`config.mk`:
```
export PLATFORM = sky130hd
export DESIGN_NAME = deq_ctrl
export DESIGN_NICKNAME = d
export VERILOG_FILES = /design/src/rtl/core/deq_pkg.sv /design/src/rtl/core/deq_ctrl.sv
export SDC_FILE = /design/constraint.sdc
export NUM_CORES = 1
export LEC_CHECK = 0
export CAP_MARGIN = 25
export CORE_UTILIZATION = 60
export DETAILED_ROUTE_END_ITERATION = 7
export DONT_BUFFER_PORTS = 1
export GPL_TIMING_DRIVEN = 0
export HOLD_SLACK_MARGIN = 0.06
export PLACE_DENSITY = 0.79
export RECOVER_POWER = 100
export SLEW_MARGIN = 20
export SYNTH_ARGS = -nofsm -noshare
export SYNTH_HDL_FRONTEND = slang
export SYNTH_SLANG_ARGS = --single-unit
```
`constraint.sdc`:
```
create_clock -name clk -period 3.1 [get_ports clk]
set_input_delay 0.465 -clock clk [delete_from_list [all_inputs] [get_ports clk]]
set_output_delay 0.465 -clock clk [all_outputs]
set_load 0.01 [all_outputs]
```
`src/rtl/core/deq_pkg.sv`:
```
`default_nettype none

package deq_pkg;

    localparam int CAPACITY  = 256;
    localparam int REF_WIDTH = 32;

    // Fixed word field widths.
    localparam int OP_W      = 3;
    localparam int VAL_W     = 32;
    localparam int POS_W     = 8;
    localparam int STATUS_W  = 2;
    localparam int OUT_CNT_W = 9;

    localparam int ADDR_W = (CAPACITY > 1) ? $clog2(CAPACITY) : 1;
    localparam int CNT_W  = $clog2(CAPACITY + 1);
    localparam int CMP_W  = (CNT_W > POS_W) ? CNT_W : POS_W;

    typedef logic [ADDR_W-1:0]    addr_t;
    typedef logic [CNT_W-1:0]     cnt_t;
    typedef logic [REF_WIDTH-1:0] ref_t;

    typedef enum logic [OP_W-1:0] {
        OP_PUSH_BACK  = 3'd0,
        OP_PUSH_FRONT = 3'd1,
        OP_POP_BACK   = 3'd2,
        OP_POP_FRONT  = 3'd3,
        OP_READ       = 3'd4
    } op_t;

    typedef enum logic [STATUS_W-1:0] {
        ST_OK    = 2'd0,
        ST_RANGE = 2'd1,
        ST_FULL  = 2'd2,
        ST_NULL  = 2'd3
    } status_t;

    // Per-word decode handed from control to storage and result stage.
    typedef struct packed {
        logic    wr_en;
        logic    rd_en;
        addr_t   addr;
        ref_t    wdata;
        status_t status;
        cnt_t    count;
    } deq_ctl_t;

    // Ring slot at base plus offset, wrapping once past the end.
    function automatic addr_t slot_after(addr_t base, cnt_t offset);
        logic [CNT_W:0] sum;
        sum = (CNT_W + 1)'(base) + (CNT_W + 1)'(offset);
        if (sum >= (CNT_W + 1)'(CAPACITY))
        begin
            sum = sum - (CNT_W + 1)'(CAPACITY);
        end
        return ADDR_W'(sum);
    endfunction

endpackage

`default_nettype wire

```
`src/rtl/core/deq_ctrl.sv`:
```
`default_nettype none

module deq_ctrl (
    input  wire logic                        clk,
    input  wire logic                        rst_n,
    input  wire logic                        accept,
    input  wire logic [deq_pkg::OP_W-1:0]    op,
    input  wire logic [deq_pkg::VAL_W-1:0]   push_value,
    input  wire logic [deq_pkg::POS_W-1:0]   position,
    output deq_pkg::deq_ctl_t                ctl
);

    deq_pkg::addr_t head_reg;
    deq_pkg::addr_t head_next;
    deq_pkg::cnt_t  count_reg;
    deq_pkg::ref_t  val;
    deq_pkg::addr_t head_dec;
    logic           is_null;
    logic           is_full;
    logic           is_empty;

    always_comb
    begin
        val      = deq_pkg::REF_WIDTH'(push_value);
        is_null  = (val == '0);
        is_full  = (count_reg == deq_pkg::CNT_W'(deq_pkg::CAPACITY));
        is_empty = (count_reg == '0);
        head_dec = (head_reg == '0) ? deq_pkg::ADDR_W'(deq_pkg::CAPACITY - 1)
                                    : head_reg - 1'b1;

        ctl.wr_en  = 1'b0;
        ctl.rd_en  = 1'b0;
        ctl.addr   = head_reg;
        ctl.wdata  = val;
        ctl.status = deq_pkg::ST_OK;
        ctl.count  = count_reg;
        head_next  = head_reg;

        case (op)
            deq_pkg::OP_PUSH_BACK:
            begin
                if (is_null)
                begin
                    ctl.status = deq_pkg::ST_NULL;
                end
                else if (is_full)
                begin
                    ctl.status = deq_pkg::ST_FULL;
                end
                else
                begin
                    ctl.wr_en = 1'b1;
                    ctl.addr  = deq_pkg::slot_after(head_reg, count_reg);
                    ctl.count = count_reg + 1'b1;
                end
            end
            deq_pkg::OP_PUSH_FRONT:
            begin
                if (is_null)
                begin
                    ctl.status = deq_pkg::ST_NULL;
                end
                else if (is_full)
                begin
                    ctl.status = deq_pkg::ST_FULL;
                end
                else
                begin
                    ctl.wr_en = 1'b1;
                    ctl.addr  = head_dec;
                    ctl.count = count_reg + 1'b1;
                    head_next = head_dec;
                end
            end
            deq_pkg::OP_POP_BACK:
            begin
                if (is_empty)
                begin
                    ctl.status = deq_pkg::ST_RANGE;
                end
                else
                begin
                    ctl.rd_en = 1'b1;
                    ctl.addr  = deq_pkg::slot_after(head_reg, count_reg - 1'b1);
                    ctl.count = count_reg - 1'b1;
                end
            end
            deq_pkg::OP_POP_FRONT:
            begin
                if (is_empty)
                begin
                    ctl.status = deq_pkg::ST_RANGE;
                end
                else
                begin
                    ctl.rd_en = 1'b1;
                    ctl.addr  = head_reg;
                    ctl.count = count_reg - 1'b1;
                    head_next = deq_pkg::slot_after(head_reg, deq_pkg::CNT_W'(1));
                end
            end
            deq_pkg::OP_READ:
            begin
                if (deq_pkg::CMP_W'(position) >= deq_pkg::CMP_W'(count_reg))
                begin
                    ctl.status = deq_pkg::ST_RANGE;
                end
                else
                begin
                    // position is below count here, so it fits the count width
                    ctl.rd_en = 1'b1;
                    ctl.addr  = deq_pkg::slot_after(head_reg, deq_pkg::CNT_W'(position));
                end
            end
            default:
            begin
                ctl.status = deq_pkg::ST_RANGE;
            end
        endcase
    end

    always_ff @(posedge clk or negedge rst_n)
    begin
        if (!rst_n)
        begin
            head_reg  <= '0;
            count_reg <= '0;
        end
        else if (accept)
        begin
            head_reg  <= head_next;
            count_reg <= ctl.count;
        end
    end

endmodule

`default_nettype wire

```
Yosys cells after proc, flatten, opt, wreduce, memory -nomap -nowiden. Cells that the tools add are included.

Register bits: 17. Bits of input ports: 46. Output and inout bits: 53.

$add $sub $neg: 11. $lt $le $gt $ge: 5. Eq/ne operators: 6. Multiplexer cells: 28. Reductions and logical operators: 8.

Operators with widths (number): $mux W8 (10); $mux W9 (6); $pmux W8 S5 (1); $sub A8 B1 Y8 const B (5); $logic_not A32 Y1 (1); $add A8 B9 Y10 (2); $ge A10 B9 Y1 const B (2); $ge A9 B9 Y1 const B (2); $pmux W9 S2 (1); $pmux W8 S2 (1); $add A8 B1 Y9 const B (1); $add A8 B8 Y9 (1); $add A9 B1 Y9 const B (1); $eq A9 B9 Y1 const B (1); $ge A8 B9 Y1 (1); $logic_not A9 Y1 (1); $sub A9 B1 Y9 const B (1); $logic_not A8 Y1 (1); $eq A3 B2 Y1 const B (2); $pmux W2 S3 (1); $mux W1 (5); $mux W2 (2); $reduce_or A2 Y1 (2); $eq A3 B1 Y1 const B (1); 6 further kinds (6).

Depth between registers and ports, before layout.
Depth in word-level cells: 6. Gate-level depth with buffers: 12. Mapped depth without buffers: 12.

Worst setup path before layout. No wires, ideal clock.

Path type: reg2out. From: register count_reg[0]. To: output port ctl[50] in the netlist's numbering. Data arrival time: 2577 ps. Required time: 2635 ps. Slack: 58 ps. Stages on the path, launching flop included: 11. Cell sequence: dfrtp_1 -> inv_1 -> ha_1 -> nor4b_4 -> nand2_1 -> xnor2_1 -> ha_1 -> o41ai_1 -> xor2_1 -> a21oi_1 -> o311ai_2.

RTL lines: from (decl) (line deq_ctrl.sv:15) `deq_pkg::cnt_t count_reg;`; from (signal assigned) (line deq_ctrl.sv:132) `count_reg <= ctl.count;`; to (decl) (line deq_ctrl.sv:10) `output deq_pkg::deq_ctl_t ctl`.

==> metrics <==
most common cell after layout, fill and taps aside=clkbuf_1; post-synth top area share=0.124; Die Wd=between 70 and 80 um; initial core utilization=0.621; GRT overflow=0; Worst-Margin Slew=a little under 0.8 ns; synthesized cell area=between 0.003 and 0.004 sq mm; Buffers on Ports=0; I/O pin count=about 100; sw frac=0.539; worst min path class=register to register; CORE AREA=about 0.0055 sq mm; status=finished, violations left; drt drc=0; fmax=about 280 MHz; Final setup viols=5; Unique masters post-synth=63; GRT Total Usage=0.381; Reg2Reg Depth=11; vias=around 4,000; CP Buf/Inv Count=0; deepest clock path buffer count=2; clock sink count=17; layout cells sized above 1=0.209; worst skew pair latency=0.26 ns; Seq/Total Area, Yosys=0.124; # diodes=0; #FFs+latches synth=17; CP max stage cell=dfrtp_2; clock root buffer=clkbuf_8; placed instance count=535; hold depth=1; H-Tree Depth=1; crit end category=output port; Comb pwr share=0.839; commonest non-fill, non-tap cells in the layout=47 x clkbuf_1, 36 x nor2_1, 35 x buf_4, 34 x nand2_1, 30 x o21ai_0; WHS=between 0.6 and 0.7 ns; Final Max Tran Viols=0; Pre-antenna DRT Iters=5; failing checks=setup timing; CTS tree=built; Hold Startpoint=count_reg[7]; Num CTS Buffers=3; total power=approximately 0.0047 W; Ys Warns=0; Leak=~1.6 nW; final worst setup slack=-0.422 ns; gpl congestion=around 1; post-layout min period=between 3 and 4 ns; ANT nets after route=0; ys flop type=dfrtp_1; first-pass GRT wire length=17.8 mm; fin cells=around 580; register share of total power=0.124; Final period util=1.14; final net count=between 500 and 600; Avg Synthesized Cell Area=7.39 sq um; Post-Syn Instances=463; ys async rst share=1.00; crit path kind=register to output port; initial DRC count=about 560; net switching power=0.00254 W; Max Fanout on Critical Path=5; maximum VDD drop=roughly 0.67 mV; area grow syn2layout=17.9%; vias per cell=roughly 7; post-DP HPWL=about 8.5 mm; top cells by area, synth=dfrtp_1 12%, ha_1 12%, buf_4 7.7%; cell family with most CP delay=simple AND/OR/NAND/NOR gates; final wirelength=around 12 mm; internal power=approximately 0.0022 W; RSZ-0062 raised after global routing=yes; r2r setup slk=approximately 0.57 ns; Max Cap Violations=0; row count=27; number of synthesized flops with an enable pin=0; worst clock skew=around 0.0095 ns; crit-path cells=or3_4 -> nor3_4 -> xnor2_1 -> ha_1 -> nor3_2 -> nor2_1 -> o41ai_2 -> xor2_1 -> a21oi_1 -> o311ai_2; Critical R2R Launch=count_reg[0]; Final Hold Viols=0; CP max stage delay=around 0.47 ns; Worst R2R End=count_reg[1]; max reg flops=9; critical path required time=between 2 and 3 ns; Synth area leader=dfrtp_1; Slew headroom=0.468; die area=roughly 0.006 sq mm; pwr dens=~1200 mW/mm^2; Hold EP=count_reg[7]; crit path launch type=register; fillers=about 450; critical path arrival=3.06 ns; Clk pwr share=0.037; Synth Net Count=about 550; Die Ht=a little under 80 um; pin count of the biggest net entering global routing=18; Worst-path clk slew=approximately 0.06 ns; vias in the first global route=around 3,600; antenna violations before repair=0; drt wl/cell=about 21 um
## timing repair
| item | 4_1_cts | 5_1_grt |
|---|---|---|
| resized for setup | 39 | 34 |
| endpoints found under the hold margin | 17 | 0 |
| cloned | 0 | 0 |
| setup buffers | 15 | 21 |
| pin swaps | 20 | 22 |
| hold buffers | 1 | 0 |
| endpoints found under the setup margin | 19 | 14 |
## routing by layer
| metal | up-vias | track usage | part of all wire |
|---|---|---|---|
| li1 | 1748 | - | - |
| met1 | 1820 | 0.471 | 0.38 |
| met2 | 334 | 0.645 | 0.45 |
| met3 | 80 | 0.0694 | 0.11 |
| met4 | 0 | 0.164 | 0.062 |
| met5 | - | 0 | 0 |
## worst max-delay path by stage
| stage | start | to | depth (start not counted) |
|---|---|---|---|
| global placement | count_reg[0] | ctl[50] | 12 |
| CTS | count_reg[2] | ctl[50] | 10 |
| finish | count_reg[0] | ctl[50] | 10 |
| detailed placement | count_reg[0] | ctl[50] | 12 |
| global route | count_reg[0] | ctl[50] | 12 |
| floorplan | count_reg[0] | ctl[50] | 10 |
## worst reg2reg max path, stage by stage, from the launching register on
cell and delay [ns]:
dfrtp_2 0.47, inv_4 0.09, ha_4 0.17, nor4b_4 0.25
buf_4 0.18, buf_4 0.12, nand2_2 0.16, nand2_1 0.22
a21oi_1 0.10, a21oi_1 0.21, a21oi_1 0.14, mux2_2 0.31
## power by group through the flow
| stage | logic (W) | registers [W] | clock network (W) |
|---|---|---|---|
| 6_report | 0.00395 | 0.000586 | 0.000172 |
| 5_1_grt | 0.00419 | 0.000595 | 0.000180 |
| 2_1_floorplan | 0.00229 | 0.000463 | 0 |
| 3_5_place_dp | 0.00291 | 0.000576 | 0 |
| 4_1_cts | 0.00338 | 0.000579 | 0.000174 |
| 3_3_place_gp | 0.00282 | 0.000573 | 0 |
## cell families (layout without fill, tap and decap cells)
kind of cell,Yosys count,after routing,synth area share
buf+inv,76,116,0.125
flops,17,17,0.124
xor+xnor,37,37,0.0969
simple gates,151,151,0.226
compound gates,140,140,0.270
fa+ha+maj,37,37,0.142
mux,5,5,0.0154
## cell type report
type | instances | area [sq um] | area share
inverter | 21 | 98.8 | 0.0245
sequential | 17 | 432 | 0.107
tap | 72 | 90.1 | 0.0223
buffer | 55 | 256 | 0.0636
clock buffer | 4 | 45.0 | 0.0112
multi-input combinational | 370 | 2830 | 0.702
timing repair buffer | 36 | 280 | 0.0695
## through the flow
| stage | worst slack, ns | utilization | cell area [sq um] | setup TNS, ns |
|---|---|---|---|---|
| 6_report | -0.422 | 0.733 | 4030 | -1.02 |
| 5_1_grt | -0.581 | 0.733 | 4030 | -1.62 |
| 4_1_cts | -0.293 | 0.698 | 3850 | -0.795 |
| 3_5_place_dp | -0.649 | 0.638 | 3510 | -1.81 |
| 3_3_place_gp | -0.621 | 0.638 | 3510 | -1.59 |
| 2_1_floorplan | 0.0585 | - | 3420 | 0 |
## cell usage after synthesis, types with 5 or more instances
cell,count
xnor2_1,28
clkbuf_1,14
xor2_1,8
o211ai_1,7
nor3_1,7
or3_1,6
a22oi_1,7
nor2_1,37
ha_1,34
nand2b_1,7
a21oi_1,33
inv_1,20
and2_1,5
nand2_1,37
nor4_1,12
nand3_1,18
a21o_1,9
dfrtp_1,17
a31oi_1,6
o21ai_0,33
buf_4,35
Note: power is estimated with default switching activity, not from simulation.
