### config.mk
export PLATFORM = sky130hd
export DESIGN_NAME = deq_out_flat
export DESIGN_NICKNAME = d
export VERILOG_FILES = /design/src/rtl/core/deq_pkg.sv /design/src/rtl/core/deq_if.sv /design/src/rtl/core/deq_out.sv /design/src/flat_wrapper.sv
export SDC_FILE = /design/constraint.sdc
export NUM_CORES = 1
export LEC_CHECK = 0
export BUFFER_PORTS_ARGS = -buffer_cell sky130_fd_sc_hd__buf_2
export CORE_MARGIN = 5
export CORE_UTILIZATION = 44
export CTS_CLUSTER_DIAMETER = 30
export DETAILED_ROUTE_END_ITERATION = 10
export PLACE_DENSITY = 0.81
export SYNTH_ARGS = -nofsm -noshare
export SYNTH_HDL_FRONTEND = slang
export SYNTH_SLANG_ARGS = --single-unit
### constraint.sdc
create_clock -name clk -period 4.65 [get_ports clk]
set_input_delay 0 -clock clk [delete_from_list [all_inputs] [get_ports clk]]
set_output_delay 0 -clock clk [all_outputs]
set_load 0.005 [all_outputs]
### src/rtl/core/deq_pkg.sv
`default_nettype none

package deq_pkg;

    localparam int CAPACITY  = 256;
    localparam int REF_WIDTH = 32;

    // Fixed word field widths.
    localparam int OP_W      = 3;
    localparam int VAL_W     = 32;
    localparam int POS_W     = 8;
    localparam int STATUS_W  = 2;
    localparam int OUT_CNT_W = 9;

    localparam int ADDR_W = (CAPACITY > 1) ? $clog2(CAPACITY) : 1;
    localparam int CNT_W  = $clog2(CAPACITY + 1);
    localparam int CMP_W  = (CNT_W > POS_W) ? CNT_W : POS_W;

    typedef logic [ADDR_W-1:0]    addr_t;
    typedef logic [CNT_W-1:0]     cnt_t;
    typedef logic [REF_WIDTH-1:0] ref_t;

    typedef enum logic [OP_W-1:0] {
        OP_PUSH_BACK  = 3'd0,
        OP_PUSH_FRONT = 3'd1,
        OP_POP_BACK   = 3'd2,
        OP_POP_FRONT  = 3'd3,
        OP_READ       = 3'd4
    } op_t;

    typedef enum logic [STATUS_W-1:0] {
        ST_OK    = 2'd0,
        ST_RANGE = 2'd1,
        ST_FULL  = 2'd2,
        ST_NULL  = 2'd3
    } status_t;

    // Per-word decode handed from control to storage and result stage.
    typedef struct packed {
        logic    wr_en;
        logic    rd_en;
        addr_t   addr;
        ref_t    wdata;
        status_t status;
        cnt_t    count;
    } deq_ctl_t;

    // Ring slot at base plus offset, wrapping once past the end.
    function automatic addr_t slot_after(addr_t base, cnt_t offset);
        logic [CNT_W:0] sum;
        sum = (CNT_W + 1)'(base) + (CNT_W + 1)'(offset);
        if (sum >= (CNT_W + 1)'(CAPACITY))
        begin
            sum = sum - (CNT_W + 1)'(CAPACITY);
        end
        return ADDR_W'(sum);
    endfunction

endpackage

`default_nettype wire

### src/rtl/core/deq_if.sv
`default_nettype none


interface deq_rsp_if;
    logic                          valid;
    logic                          ready;
    logic [deq_pkg::VAL_W-1:0]     read_value;
    logic [deq_pkg::STATUS_W-1:0]  status;
    logic [deq_pkg::OUT_CNT_W-1:0] count;

    modport source (output valid, output read_value, output status, output count,
                    input ready);
    modport sink   (input valid, input read_value, input status, input count,
                    output ready);
endinterface

`default_nettype wire

### src/rtl/core/deq_out.sv
`default_nettype none

module deq_out (
    input  wire logic         clk,
    input  wire logic         rst_n,
    input  wire logic         accept,
    input  deq_pkg::deq_ctl_t ctl,
    input  deq_pkg::ref_t     rd_data,
    output logic              in_ready,
    deq_rsp_if.source         rsp
);

    logic                          s1_valid_reg;
    logic                          s1_valid_next;
    logic                          s1_rd_reg;
    logic [deq_pkg::STATUS_W-1:0]  s1_status_reg;
    logic [deq_pkg::OUT_CNT_W-1:0] s1_count_reg;
    logic                          s2_valid_reg;
    logic                          s2_valid_next;
    logic [deq_pkg::VAL_W-1:0]     s2_value_reg;
    logic [deq_pkg::STATUS_W-1:0]  s2_status_reg;
    logic [deq_pkg::OUT_CNT_W-1:0] s2_count_reg;
    logic                          advance;

    always_comb
    begin
        advance       = s1_valid_reg && (!s2_valid_reg || rsp.ready);
        in_ready      = !s1_valid_reg || advance;
        s1_valid_next = accept || (s1_valid_reg && !advance);
        s2_valid_next = advance || (s2_valid_reg && !rsp.ready);
    end

    always_ff @(posedge clk or negedge rst_n)
    begin
        if (!rst_n)
        begin
            s1_valid_reg <= 1'b0;
            s2_valid_reg <= 1'b0;
        end
        else
        begin
            s1_valid_reg <= s1_valid_next;
            s2_valid_reg <= s2_valid_next;
        end
    end

    // Hold the decode beside the memory read data until the word moves on.
    always_ff @(posedge clk)
    begin
        if (accept)
        begin
            s1_rd_reg     <= ctl.rd_en;
            s1_status_reg <= ctl.status;
            s1_count_reg  <= deq_pkg::OUT_CNT_W'(ctl.count);
        end
        if (advance)
        begin
            s2_value_reg  <= s1_rd_reg ? deq_pkg::VAL_W'(rd_data) : '0;
            s2_status_reg <= s1_status_reg;
            s2_count_reg  <= s1_count_reg;
        end
    end

    assign rsp.valid      = s2_valid_reg;
    assign rsp.read_value = s2_value_reg;
    assign rsp.status     = s2_status_reg;
    assign rsp.count      = s2_count_reg;

endmodule

`default_nettype wire

### src/flat_wrapper.sv
// flat-port wrapper written by rule: the top's interface ports become plain ports
module deq_out_flat 
  (clk, rst_n, accept, ctl, rd_data, in_ready, rsp_valid, rsp_read_value, rsp_status, rsp_count, rsp_ready);
  deq_rsp_if rsp_i ();
  input  wire logic clk;
  input  wire logic rst_n;
  input  wire logic accept;
  input  deq_pkg::deq_ctl_t ctl;
  input  deq_pkg::ref_t rd_data;
  output logic in_ready;
  output wire logic [$bits(rsp_i.valid)-1:0] rsp_valid;
  output wire logic [$bits(rsp_i.read_value)-1:0] rsp_read_value;
  output wire logic [$bits(rsp_i.status)-1:0] rsp_status;
  output wire logic [$bits(rsp_i.count)-1:0] rsp_count;
  input wire logic [$bits(rsp_i.ready)-1:0] rsp_ready;
  assign rsp_valid = rsp_i.valid;
  assign rsp_read_value = rsp_i.read_value;
  assign rsp_status = rsp_i.status;
  assign rsp_count = rsp_i.count;
  assign rsp_i.ready = rsp_ready;
  deq_out u_core (.clk(clk), .rst_n(rst_n), .accept(accept), .ctl(ctl), .rd_data(rd_data), .in_ready(in_ready), .rsp(rsp_i));
endmodule
Yosys cells after proc, flatten, opt, wreduce, memory -nomap -nowiden:

Index checks and enable logic that the tools add are counted.

* reductions and logical operators: 11

Operators with widths (count)
* logical NOT 1 bit: 4
* logical OR 1 bit: 4
* logical AND 1 bit: 3

* input port bits: 89
* flip-flop bits (word level): 57

Longest topological paths before layout:

Gate-level depths: netlist of run 1.

* depth after elaboration: 6
* depth in mapped cells: 2
* depth with buffers taken out: 2

Worst setup path after synthesis of run 1:

No wires, ideal clock.

* path kind: reg-to-reg
* start point: register u_core.s2_valid_reg, in the netlist u_core.rsp.valid
* end point: register u_core.s2_count_reg (netlist bit u_core.rsp.count[0]), enable pin
* setup slack: 2.728 ns
* buffers on the path: 0
* cell stages (with the launch flop): 3
* setup time: 0.405 ns
* data arrival time: 1.517 ns
* cell sequence: dfrtp_1 > nand2b_1 > and2_1

* cells in the longest elaborated chain, start to end: 3

Ends and longest elaborated chain
* from (decl): line deq_out.sv:18 `logic s2_valid_reg;`
* from (signal assigned): line deq_out.sv:43 `s2_valid_reg <= s2_valid_next;`
* logical NOT 1 bit: line deq_out.sv:27 `advance = s1_valid_reg && (!s2_valid_reg || rsp.ready);`
* logical OR 1 bit: line deq_out.sv:27
* logical AND 1 bit: line deq_out.sv:27
* named net u_core.advance: line deq_out.sv:23 `logic advance;`
* to (signal assigned): line deq_out.sv:60 `s2_count_reg <= s1_count_reg;`
* to (decl): line deq_out.sv:22 `logic [deq_pkg::OUT_CNT_W-1:0] s2_count_reg;`

The timed path passes the listed nets, and every way through them passes these cells.
A chain may end at the register's enable or synchronous reset.

Worst setup path after layout of run 1:

* start point: register u_core.s2_valid_reg, in the netlist u_core.rsp.valid
* end point: register u_core.s2_value_reg (netlist bit u_core.rsp.read_value[16]), enable pin

* cells in the longest elaborated chain, start to end: 3

Ends and longest elaborated chain
* logical NOT 1 bit: line deq_out.sv:27
* logical OR 1 bit: line deq_out.sv:27
* logical AND 1 bit: line deq_out.sv:27
* named net u_core.advance: line deq_out.sv:23
* to (signal assigned): line deq_out.sv:58 `s2_value_reg <= s1_rd_reg ? deq_pkg::VAL_W'(rd_data) : '0;`
* to (decl): line deq_out.sv:20 `logic [deq_pkg::VAL_W-1:0] s2_value_reg;`

The timed path passes the listed nets, and every way through them passes these cells.

==> metrics.yaml, run 1 <==
finalPower_uw: 1110
critical_path.cell_chain: "nand2b_1, and2_2"
grt_max_degree: 44
worstHoldEndpoint: "u_core.s1_count_reg[6]"
worstHoldPathCells: 1
cp_top_family: "simple AND/OR/NAND/NOR gates"
achievable_frequency_mhz: 584
via_count_of_the_first_global_routing_pass: 1497
worstMarginPinSlew_ns: 1.00
status: "finished clean"
ctsRootBufferMaster: "clkbuf_8"
die-width_microns: 77.3
dp_hpwl_microns: 2480
synth.ff_latch_count: 57
clk_latency_ns: 0.32
hold_path_startpoint: "accept"
crit_fanout: 43
first_pass_grt_wire_length_microns: 7490
floorplan.die_area_sq_mm: 0.00598
fp_rows: 24
clk_pin_slew_worst_paths_ns: 0.06
clock_skew_ns: 0.00305
ys_warn_count: 0
cp_data_arrival_time_ns: 1.65
worst_ir_drop_vdd_v: 0.000297
final_min_period_over_clock_period: 0.368
timing.final.setup_violations: 0
hold_violations: 0
synthCells: 98
ios: 134
post_synth_num_cell_types: 9
r2r_setup_slack_ns: 2.94
die_h_microns: 77.3
mappedNetlistNets: 187
detail-route-antenna-nets: 0
dr.first_iter.drc_count: 67
post_cts.resized_instances: 0
synth-seq-area-share: 0.854
cap_viol_max_count: 0
start_kind: "register"
numCtsBuffers: 9
clock-sinks: 57
io_buffers: 92
final_common_cell: "buf_2"
finalWeightedCongestion: 0.604
p_leak_uw: 0.00133
setup-tns-final_ns: 0
layout.cells.most_common_list: "buf_2 (92), edfxtp_1 (55), dlygate4sd3_1 (47), and2_2 (33), clkbuf_8 (9)"
setup_bufs_post_cts: 0
clock_tree_from_tritoncts: "built"
unrepaired_setup_endpoints_after_global_routing: "false"
min_path_type: "input port to register"
routedWlPerCell_microns: 15.3
cts_h_tree_depth: 3
post_synth.cell_area_avg_sq_um: 20.3
reg2reg_depth: 2
critical_path.slowest_cell: "and2_2"
area_delta_synth_final_pct: 56.9
worstReg2RegEnd: "u_core.rsp.read_value[16]"
drive_gt1_frac: 0.544
drc: 0
starting_density_of_the_core: 0.455
finalWorstPathRequiredPeriod_ns: 1.71
placeableCoreArea_sq_mm: 0.00438
critPathBufInv: 0
endpoint_kind: "register"
critPathRequiredTime_ns: 4.59
synth.cell_area_sq_mm: 0.00199
ctsLongestPathBuffers: 2
crit_type: "register to register"
detailedRoute.firstPassIterationCount: 3
viasPerCell: 4.38
drt-total-wl_microns: 4610
via_count: 1322
largest_register_ffs: 32
largest_incremental_delay_on_the_critical_path_ns: 0.81
worst_slew_margin_rel: 0.334
globalRoute.totalOverflow: 0
hold_buf_count_cts: 47
antennaDiodeCount: 0
timing.final.max_slew_violations: 0
power.density_mw_per_mm2: 356
grt_antenna_before_repair: 0
final_net_count: 334
worstReg2RegStart: "u_core.rsp.valid"
global_route.usage.total: 0.165
-- per-stage QoR --
step | worst slack [ns] | hold slack, ns | cells | util | area [sq um]
floorplan | 2.73 | -0.296 | 98 | - | 1990
global placement | 3.02 | -0.212 | 239 | 0.571 | 2500
detailed placement | 2.96 | -0.212 | 239 | 0.571 | 2500
CTS | 2.94 | 0.0529 | 302 | 0.713 | 3130
global route | 2.81 | 0.0586 | 302 | 0.713 | 3130
finish | 2.94 | 0.0757 | 302 | 0.713 | 3130
-- per-layer routing --
metal,vias to the layer above,part of all wire,track usage
met5,-,0,0
met4,0,0.013,0.0773
met3,7,0.11,0.0738
met2,73,0.49,0.269
met1,597,0.39,0.183
li1,645,-,-
-- report_power, final --
group / internal, uW / total (uW) / switching (uW)
registers: 616 / 631 / 15.2
clock network: 184 / 362 / 178
logic: 73.3 / 122 / 48.5
total: 873 / 1110 / 242
-- how the worst max path moves through the flow --
stage	startpoint	endpoint	slack [ns]	depth (start not counted)
floorplan	u_core.rsp.valid	u_core.rsp.count[0]	2.73	2
global placement	u_core.rsp.valid	u_core.rsp.read_value[19]	3.02	2
detailed placement	u_core.rsp.valid	u_core.rsp.read_value[22]	2.96	2
CTS	u_core.rsp.valid	u_core.rsp.read_value[19]	2.94	2
global route	u_core.rsp.valid	u_core.rsp.read_value[13]	2.81	2
finish	u_core.rsp.valid	u_core.rsp.read_value[16]	2.94	2
-- cell usage after synthesis --
cell / count / share of area
a21o_1: 1 / 0.0038
nand2_1: 1 / 0.0019
edfxtp_1: 55 / 0.83
and2_2: 32 / 0.12
dfrtp_1: 2 / 0.025
and2_1: 1 / 0.0031
clkbuf_2: 3 / 0.0075
nand2b_1: 2 / 0.0063
nor2b_1: 1 / 0.0031
-- layout make-up --
cell class | count | area, sq um
sequential | 57 | 1700
tap | 52 | 65.1
multi-input combinational | 38 | 278
timing repair buffer | 139 | 931
fill | 289 | 1260
clock buffer | 10 | 128
clock inverter | 6 | 25.0
-- cells by family after synthesis --
kind of cell,count (synthesis),share of synthesized area
and+or+nand+nor,37,0.135
AOI/OAI and AO/OA,1,0.00377
buffers and inverters,3,0.00753
DFF,57,0.854
No activity file was read; power rests on OpenSTA's default activity.
==> run 2, diff against run 1 <==
--- a/config.mk
+++ b/config.mk
@@ -7,10 +7,10 @@
 export LEC_CHECK = 0
 export BUFFER_PORTS_ARGS = -buffer_cell sky130_fd_sc_hd__buf_2
 export CORE_MARGIN = 5
-export CORE_UTILIZATION = 44
+export CORE_UTILIZATION = 41
 export CTS_CLUSTER_DIAMETER = 30
 export DETAILED_ROUTE_END_ITERATION = 10
-export PLACE_DENSITY = 0.81
+export PLACE_DENSITY = 0.76
 export SYNTH_ARGS = -nofsm -noshare
 export SYNTH_HDL_FRONTEND = slang
 export SYNTH_SLANG_ARGS = --single-unit
==> constraint.sdc (replaced) <==
create_clock -name clk -period 1.6 [get_ports clk]
set_input_delay 0 -clock clk [delete_from_list [all_inputs] [get_ports clk]]
set_output_delay 0 -clock clk [all_outputs]
set_load 0.005 [all_outputs]
==> run 2 against run 1 <==
- worst setup slack got worse by 2.6 ns
- sequential share of layout area fell by 1.7 points
- critical path depth rose by 1
- critical endpoint is now u_core.rsp.read_value[26]
- clock skew up 0.00091 ns
- sequential cell count is the same
- clock power grew to 3.8 times the previous value
- maximum frequency up 41%
- largest power group unchanged
- first-iteration DRC count is 3.0% lower
- non-clock buffer count grew 2
- cell count increased by 5.6%
==> metrics.yaml, run 2 (same netlist as run 1, synthesis figures left out) <==
antennaDiodeCount: 0  # unchanged
share_comb_of_total_power: 0.108  # about the same
via_count_of_the_first_global_routing_pass: 1522  # +1.7%
clock_tree_from_tritoncts: "built"
numCtsBuffers: 9  # unchanged
hold_path_startpoint: "accept"
crit_fanout: 43  # unchanged
clock_skew_ns: 0.00395  # +0.000906 ns
endpoint_kind: "register"
final_common_cell: "buf_2"
final_min_period_over_clock_period: 0.759  # +0.391
critPathRequiredTime_ns: 1.61  # -2.98 ns
power.switching_fraction: 0.202  # -0.0151
startpoint: "u_core.rsp.valid"
grt_max_degree: 44  # unchanged
starting_density_of_the_core: 0.422  # -0.0326
routedWlPerCell_microns: 15.3  # about the same
largest_register_ffs: 32  # unchanged
seq_power_share: 0.506  # -0.060
intPower_uw: 2870  # +230%
setup_bufs_post_cts: 0  # unchanged
global_route.usage.total: 0.167  # +0.00215
worstReg2RegStart: "u_core.rsp.valid"
via_count: 1390  # +5.1%
ios: 134  # unchanged
die-width_microns: 79.7  # +3.1%
setup-tns-final_ns: 0  # unchanged
cap_viol_max_count: 0  # unchanged
p_leak_uw: 0.00137  # +2.9%
clk_pin_slew_worst_paths_ns: 0.06  # about the same
cts_h_tree_depth: 3  # unchanged
numPlacedInstances: 256  # +7.1%
ctsLongestPathBuffers: 2  # unchanged
status: "finished clean"
layout.cells.most_common_list: "buf_2 (92), edfxtp_1 (55), dlygate4sd3_1 (47), and2_2 (33), clkbuf_8 (9)"
detailedRoute.firstPassIterationCount: 4  # +1
critical_path.cell_chain: "nand2b_1, and2_2, buf_12"
first_pass_grt_wire_length_microns: 7490  # about the same
drt-total-wl_microns: 4880  # +5.7%
floorplan.die_area_sq_mm: 0.00636  # +6.4%
die_h_microns: 79.7  # +3.1%
drc: 0  # unchanged
power.density_mw_per_mm2: 1110  # +210%
detail-route-antenna-nets: 0  # unchanged
finalWorstPathRequiredPeriod_ns: 1.21  # -0.499 ns
critical_path.slowest_cell: "dfrtp_1"
area_delta_synth_final_pct: 62.1
finalWeightedCongestion: 0.656  # +8.5%
clk_latency_ns: 0.32  # about the same
unrepaired_setup_endpoints_after_global_routing: "false"
clock-sinks: 57  # unchanged
worst_slew_margin_rel: 0.804  # +0.471
dr.first_iter.drc_count: 65  # -3.0%
timing.final.setup_violations: 0  # unchanged
globalRoute.totalOverflow: 0  # unchanged
clk_pwr_share: 0.387  # +0.063
io_buffers: 92  # unchanged
start_kind: "register"
fp_rows: 25  # +4.2%
cp_data_arrival_time_ns: 1.22  # -0.43 ns
drive_gt1_frac: 0.560  # +0.0155
min_path_type: "input port to register"
ctsRootBufferMaster: "clkbuf_8"
hold_violations: 0  # unchanged
viasPerCell: 4.36  # -0.46%
largest_incremental_delay_on_the_critical_path_ns: 0.40  # -0.41 ns
crit_type: "register to register"
achievable_frequency_mhz: 823  # +41%
placeableCoreArea_sq_mm: 0.00472  # +7.7%
dp_hpwl_microns: 2670  # +7.3%
grt_antenna_before_repair: 0  # unchanged
finalNonFillerCells: 319  # +5.6%
timing.final.max_slew_violations: 0  # unchanged
final_net_count: 336  # +0.60%
worst_ir_drop_vdd_v: 0.000587  # +98%
switching_power_uw: 725  # +200%
worstMarginPinSlew_ns: 0.293  # -0.706 ns
==> run 2: cell types whose count changed in the layout (fill, tap and decap cells not counted) <==
| cell | delta |
|---|---|
| buf_12 | +1 |
| buf_4 | +1 |
| bufinv_16 | +2 |
| clkbuf_1 | -1 |
| clkinv_1 | -2 |
| clkinvlp_4 | +1 |
==> run 2: power groups by stage <==
stage	Sequential [uW]	Combinational, uW	Clock, uW
3_5_place_dp	1850	294	0
4_1_cts	1820	383	1420
5_1_grt	1830	422	1500
6_report	1820	387	1390
2_1_floorplan	1860	89.8	0
3_3_place_gp	1840	285	0
==> run 2: critical path: cells and delay by family, from the launching register on <==
family / cells / cell delay, ns
buffers and inverters: 1 / 0.24
and+or+nand+nor: 2 / 0.25
DFF: 1 / 0.40
==> run 2: final cells by class <==
class / instances / area, sq um
sequential: 57 / 1700
fill: 320 / 1490
timing repair buffer: 141 / 958
multi-input combinational: 38 / 278
clock buffer: 9 / 124
clock inverter: 7 / 85.1
tap: 67 / 83.8
==> run 2: worst paths after layout <==
check                                                  to  slack [ns]  cells after the start
worst min-delay path               u_core.s1_count_reg[7]        0.08                      1
max in group asynchronous                u_core.rsp.valid        0.96                      3
worst max-delay path            u_core.rsp.read_value[26]        0.39                      3
worst max register to register  u_core.rsp.read_value[26]        0.39                      3
worst min register to register       u_core.rsp.status[0]        0.42                      0
min in group asynchronous             u_core.s1_valid_reg        0.52                      3
==> run 2: repair_timing <==
item | in CTS | in global routing
hold buffers | 47 | 0
endpoints found under the hold margin | 48 | 0
gates resized for setup | 0 | 0
==> run 2: layer usage <==
layer / wire (microns) / track usage / vias up
met4: 129 / 0.101 / 0
met5: 0 / 0 / -
met3: 504 / 0.0632 / 13
met2: 2500 / 0.281 / 75
li1: - / - / 650
met1: 1740 / 0.175 / 652
==> run 2: stage by stage <==
stage               hold slack (ns)  utilization  setup WS, ns  cell area, sq um  total power (uW)
floorplan                    -0.296            -         0.134              1990              1950
global placement             -0.213        0.540         0.412              2550              2130
detailed placement           -0.212        0.540         0.407              2550              2140
CTS                          0.0749        0.684         0.382              3230              3620
global route                 0.0740        0.684         0.346              3230              3750
finish                       0.0763        0.684         0.386              3230              3600
==> run 3, diff against run 2 <==
--- a/config.mk
+++ b/config.mk
@@ -7,10 +7,10 @@
 export LEC_CHECK = 0
 export BUFFER_PORTS_ARGS = -buffer_cell sky130_fd_sc_hd__buf_2
 export CORE_MARGIN = 5
-export CORE_UTILIZATION = 41
+export CORE_UTILIZATION = 37
 export CTS_CLUSTER_DIAMETER = 30
 export DETAILED_ROUTE_END_ITERATION = 10
-export PLACE_DENSITY = 0.76
+export PLACE_DENSITY = 0.72
 export SYNTH_ARGS = -nofsm -noshare
 export SYNTH_HDL_FRONTEND = slang
 export SYNTH_SLANG_ARGS = --single-unit
==> constraint.sdc (replaced) <==
create_clock -name clk -period 1.1 [get_ports clk]
set_input_delay 0 -clock clk [delete_from_list [all_inputs] [get_ports clk]]
set_output_delay 0 -clock clk [all_outputs]
set_load 0.005 [all_outputs]
==> run 3 against run 2 <==
- the run now ends with negative setup slack left
- maximum frequency increased by 5.8%
- non-clock buffer count increased by 3
- cell area increased by 1.6%
- largest power group unchanged
- critical endpoint is now u_core.rsp.read_value[23]
- first-iteration DRC count decreased by 57%
- total power increased by 40%
- critical path depth unchanged
- utilization decreased by 4.9 points
- sequential power increased by 45%
- sequential cell count unchanged
- worst setup slack got worse by 0.43 ns
- global-route usage decreased by 3.2 points
- largest cell class unchanged
- sequential share of layout area decreased by 0.82 points
==> metrics.yaml, run 3 (same netlist as run 1, synthesis figures left out) <==
detail-route-antenna-nets: 0  # unchanged
achievable_frequency_mhz: 871  # +5.8%
numPlacedInstances: 262  # +2.3%
largest_register_ffs: 32  # unchanged
placeableCoreArea_sq_mm: 0.00517  # +9.5%
hold_path_startpoint: "rsp_ready"
finalNonFillerCells: 325  # +1.9%
final_net_count: 339  # +0.89%
finalPower_uw: 5030  # +40%
grt_max_degree: 33  # -25%
drt-total-wl_microns: 4330  # -11%
p_leak_uw: 0.00140  # +2.3%
ctsRootBufferMaster: "clkbuf_8"
dp_hpwl_microns: 2640  # -1.1%
start_kind: "register"
worst_ir_drop_vdd_v: 0.00110  # +87%
status: "finished, violations left"
unrepaired_setup_endpoints_after_global_routing: "true"
final_min_period_over_clock_period: 1.04  # +0.285
worstReg2RegEnd: "u_core.rsp.read_value[23]"
ios: 134  # unchanged
clock_tree_from_tritoncts: "built"
ctsLongestPathBuffers: 2  # unchanged
worst_slew_margin_rel: 0.827  # +0.0228
globalRoute.totalOverflow: 0  # unchanged
dr.first_iter.drc_count: 28  # -57%
detailedRoute.firstPassIterationCount: 4  # unchanged
io_buffers: 92  # unchanged
register_area_sq_mm: 0.00170  # unchanged
final_cell_area_sq_mm: 0.00328  # +1.6%
critPathRequiredTime_ns: 1.12  # -0.49 ns
r2r_setup_slack_ns: -0.05  # -0.43 ns
die_h_microns: 83.4  # +4.6%
finalWeightedCongestion: 0.690  # +5.3%
die-width_microns: 83.4  # +4.6%
clk_latency_ns: 0.32  # about the same
routedWlPerCell_microns: 13.3  # -13%
via_count: 1350  # -2.9%
endpoint_kind: "register"
crit_fanout: 18  # -58%
crit_type: "register to register"
grt_antenna_before_repair: 0  # unchanged
starting_density_of_the_core: 0.385  # -0.0366
worstMarginPinSlew_ns: 0.259  # -0.0343 ns
via_count_of_the_first_global_routing_pass: 1448  # -4.9%
first_pass_grt_wire_length_microns: 7180  # -4.2%
timing.final.setup_violations: 44  # +44
drive_gt1_frac: 0.576  # +0.0169
antennaDiodeCount: 0  # unchanged
clock-sinks: 57  # unchanged
fp_rows: 26  # +4.0%
multi_input_logic_area_sq_um: 287  # +3.2%
cap_viol_max_count: 0  # unchanged
drc: 0  # unchanged
worstHoldPathCells: 3  # +2
final_common_cell: "buf_2"
numCtsBuffers: 9  # unchanged
dpl_cell_area_sq_mm: 0.00260  # +2.1%
viasPerCell: 4.15  # -4.7%
worstHoldEndpoint: "u_core.s1_valid_reg"
clock_skew_ns: 0.00877  # +0.00481 ns
area_delta_synth_final_pct: 64.7
finalWorstPathRequiredPeriod_ns: 1.15  # -0.0661 ns
floorplan.die_area_sq_mm: 0.00695  # +9.4%
setup_ws_ns: -0.0484  # -0.434 ns
worstReg2RegStart: "u_core.rsp.valid"
clk_pin_slew_worst_paths_ns: 0.06  # about the same
place_ws_ns: -0.0264  # -0.434 ns
cts_h_tree_depth: 3  # unchanged
cp_data_arrival_time_ns: 1.17  # -0.05 ns
reg2reg_depth: 3  # unchanged
hold_violations: 0  # unchanged
failed_checks: "negative setup slack"
layout.cells.most_common_list: "buf_2 (92), edfxtp_1 (55), dlygate4sd3_1 (46), and2_2 (32), clkbuf_8 (9)"
timing.final.max_slew_violations: 0  # unchanged
global_route.usage.total: 0.135  # -0.0322
filler_cell_count: 385  # +20%
min_path_type: "input port to register"
power.density_mw_per_mm2: 1530  # +38%
[run 3: worst max-delay path, stage by stage (launching register included)]
cell and delay, ns:
dfrtp_1 0.38, nand2b_1 0.10, and2_4 0.20, buf_12 0.16
[run 3: worst max-delay path by stage]
stage	start	to	slack (ns)	cells after the start
2_1_floorplan	u_core.rsp.valid	u_core.rsp.count[0]	-0.14	2
3_3_place_gp	u_core.rsp.valid	u_core.rsp.read_value[1]	-0.003	3
3_5_place_dp	u_core.rsp.valid	u_core.rsp.read_value[12]	-0.03	3
4_1_cts	u_core.rsp.valid	u_core.rsp.read_value[6]	-0.05	3
5_1_grt	u_core.rsp.valid	u_core.rsp.read_value[0]	-0.08	3
6_report	u_core.rsp.valid	u_core.rsp.read_value[23]	-0.05	3
[run 3: power by group]
| part | switching (uW) | internal (uW) |
|---|---|---|
| clock network | 765 | 1020 |
| registers | 44.5 | 2600 |
| logic | 231 | 371 |
[run 3: layout make-up]
cell class | instances | share of cell area
sequential | 57 | 0.518
clock buffer | 9 | 0.0377
clock inverter | 7 | 0.0187
timing repair buffer | 144 | 0.311
multi-input combinational | 38 | 0.0873
tap | 70 | 0.0267
[run 3: layer usage]
layer | wire, microns | GRT usage | up-vias
met1 | 1550 | 0.136 | 617
met3 | 565 | 0.0792 | 6
li1 | - | - | 655
met4 | 37 | 0.0624 | 0
met5 | 0 | 0 | -
met2 | 2180 | 0.222 | 72
[run 3: what timing repair did]
item	CTS	global route
hold endpoints to repair	46	0
setup endpoints to repair	44	44
setup buffers	0	0
cloned	0	1
pin swaps	0	0
gates resized for setup	2	0
hold buffers	46	0
[run 3: through the flow]
step / utilization / setup TNS (ns) / hold slack (ns)
2_1_floorplan: - / -6.00 / -0.296
3_3_place_gp: 0.503 / -0.0586 / -0.211
3_5_place_dp: 0.503 / -0.628 / -0.211
4_1_cts: 0.630 / -1.10 / 0.00149
5_1_grt: 0.634 / -2.58 / 0.00211
6_report: 0.634 / -1.43 / 0.0278
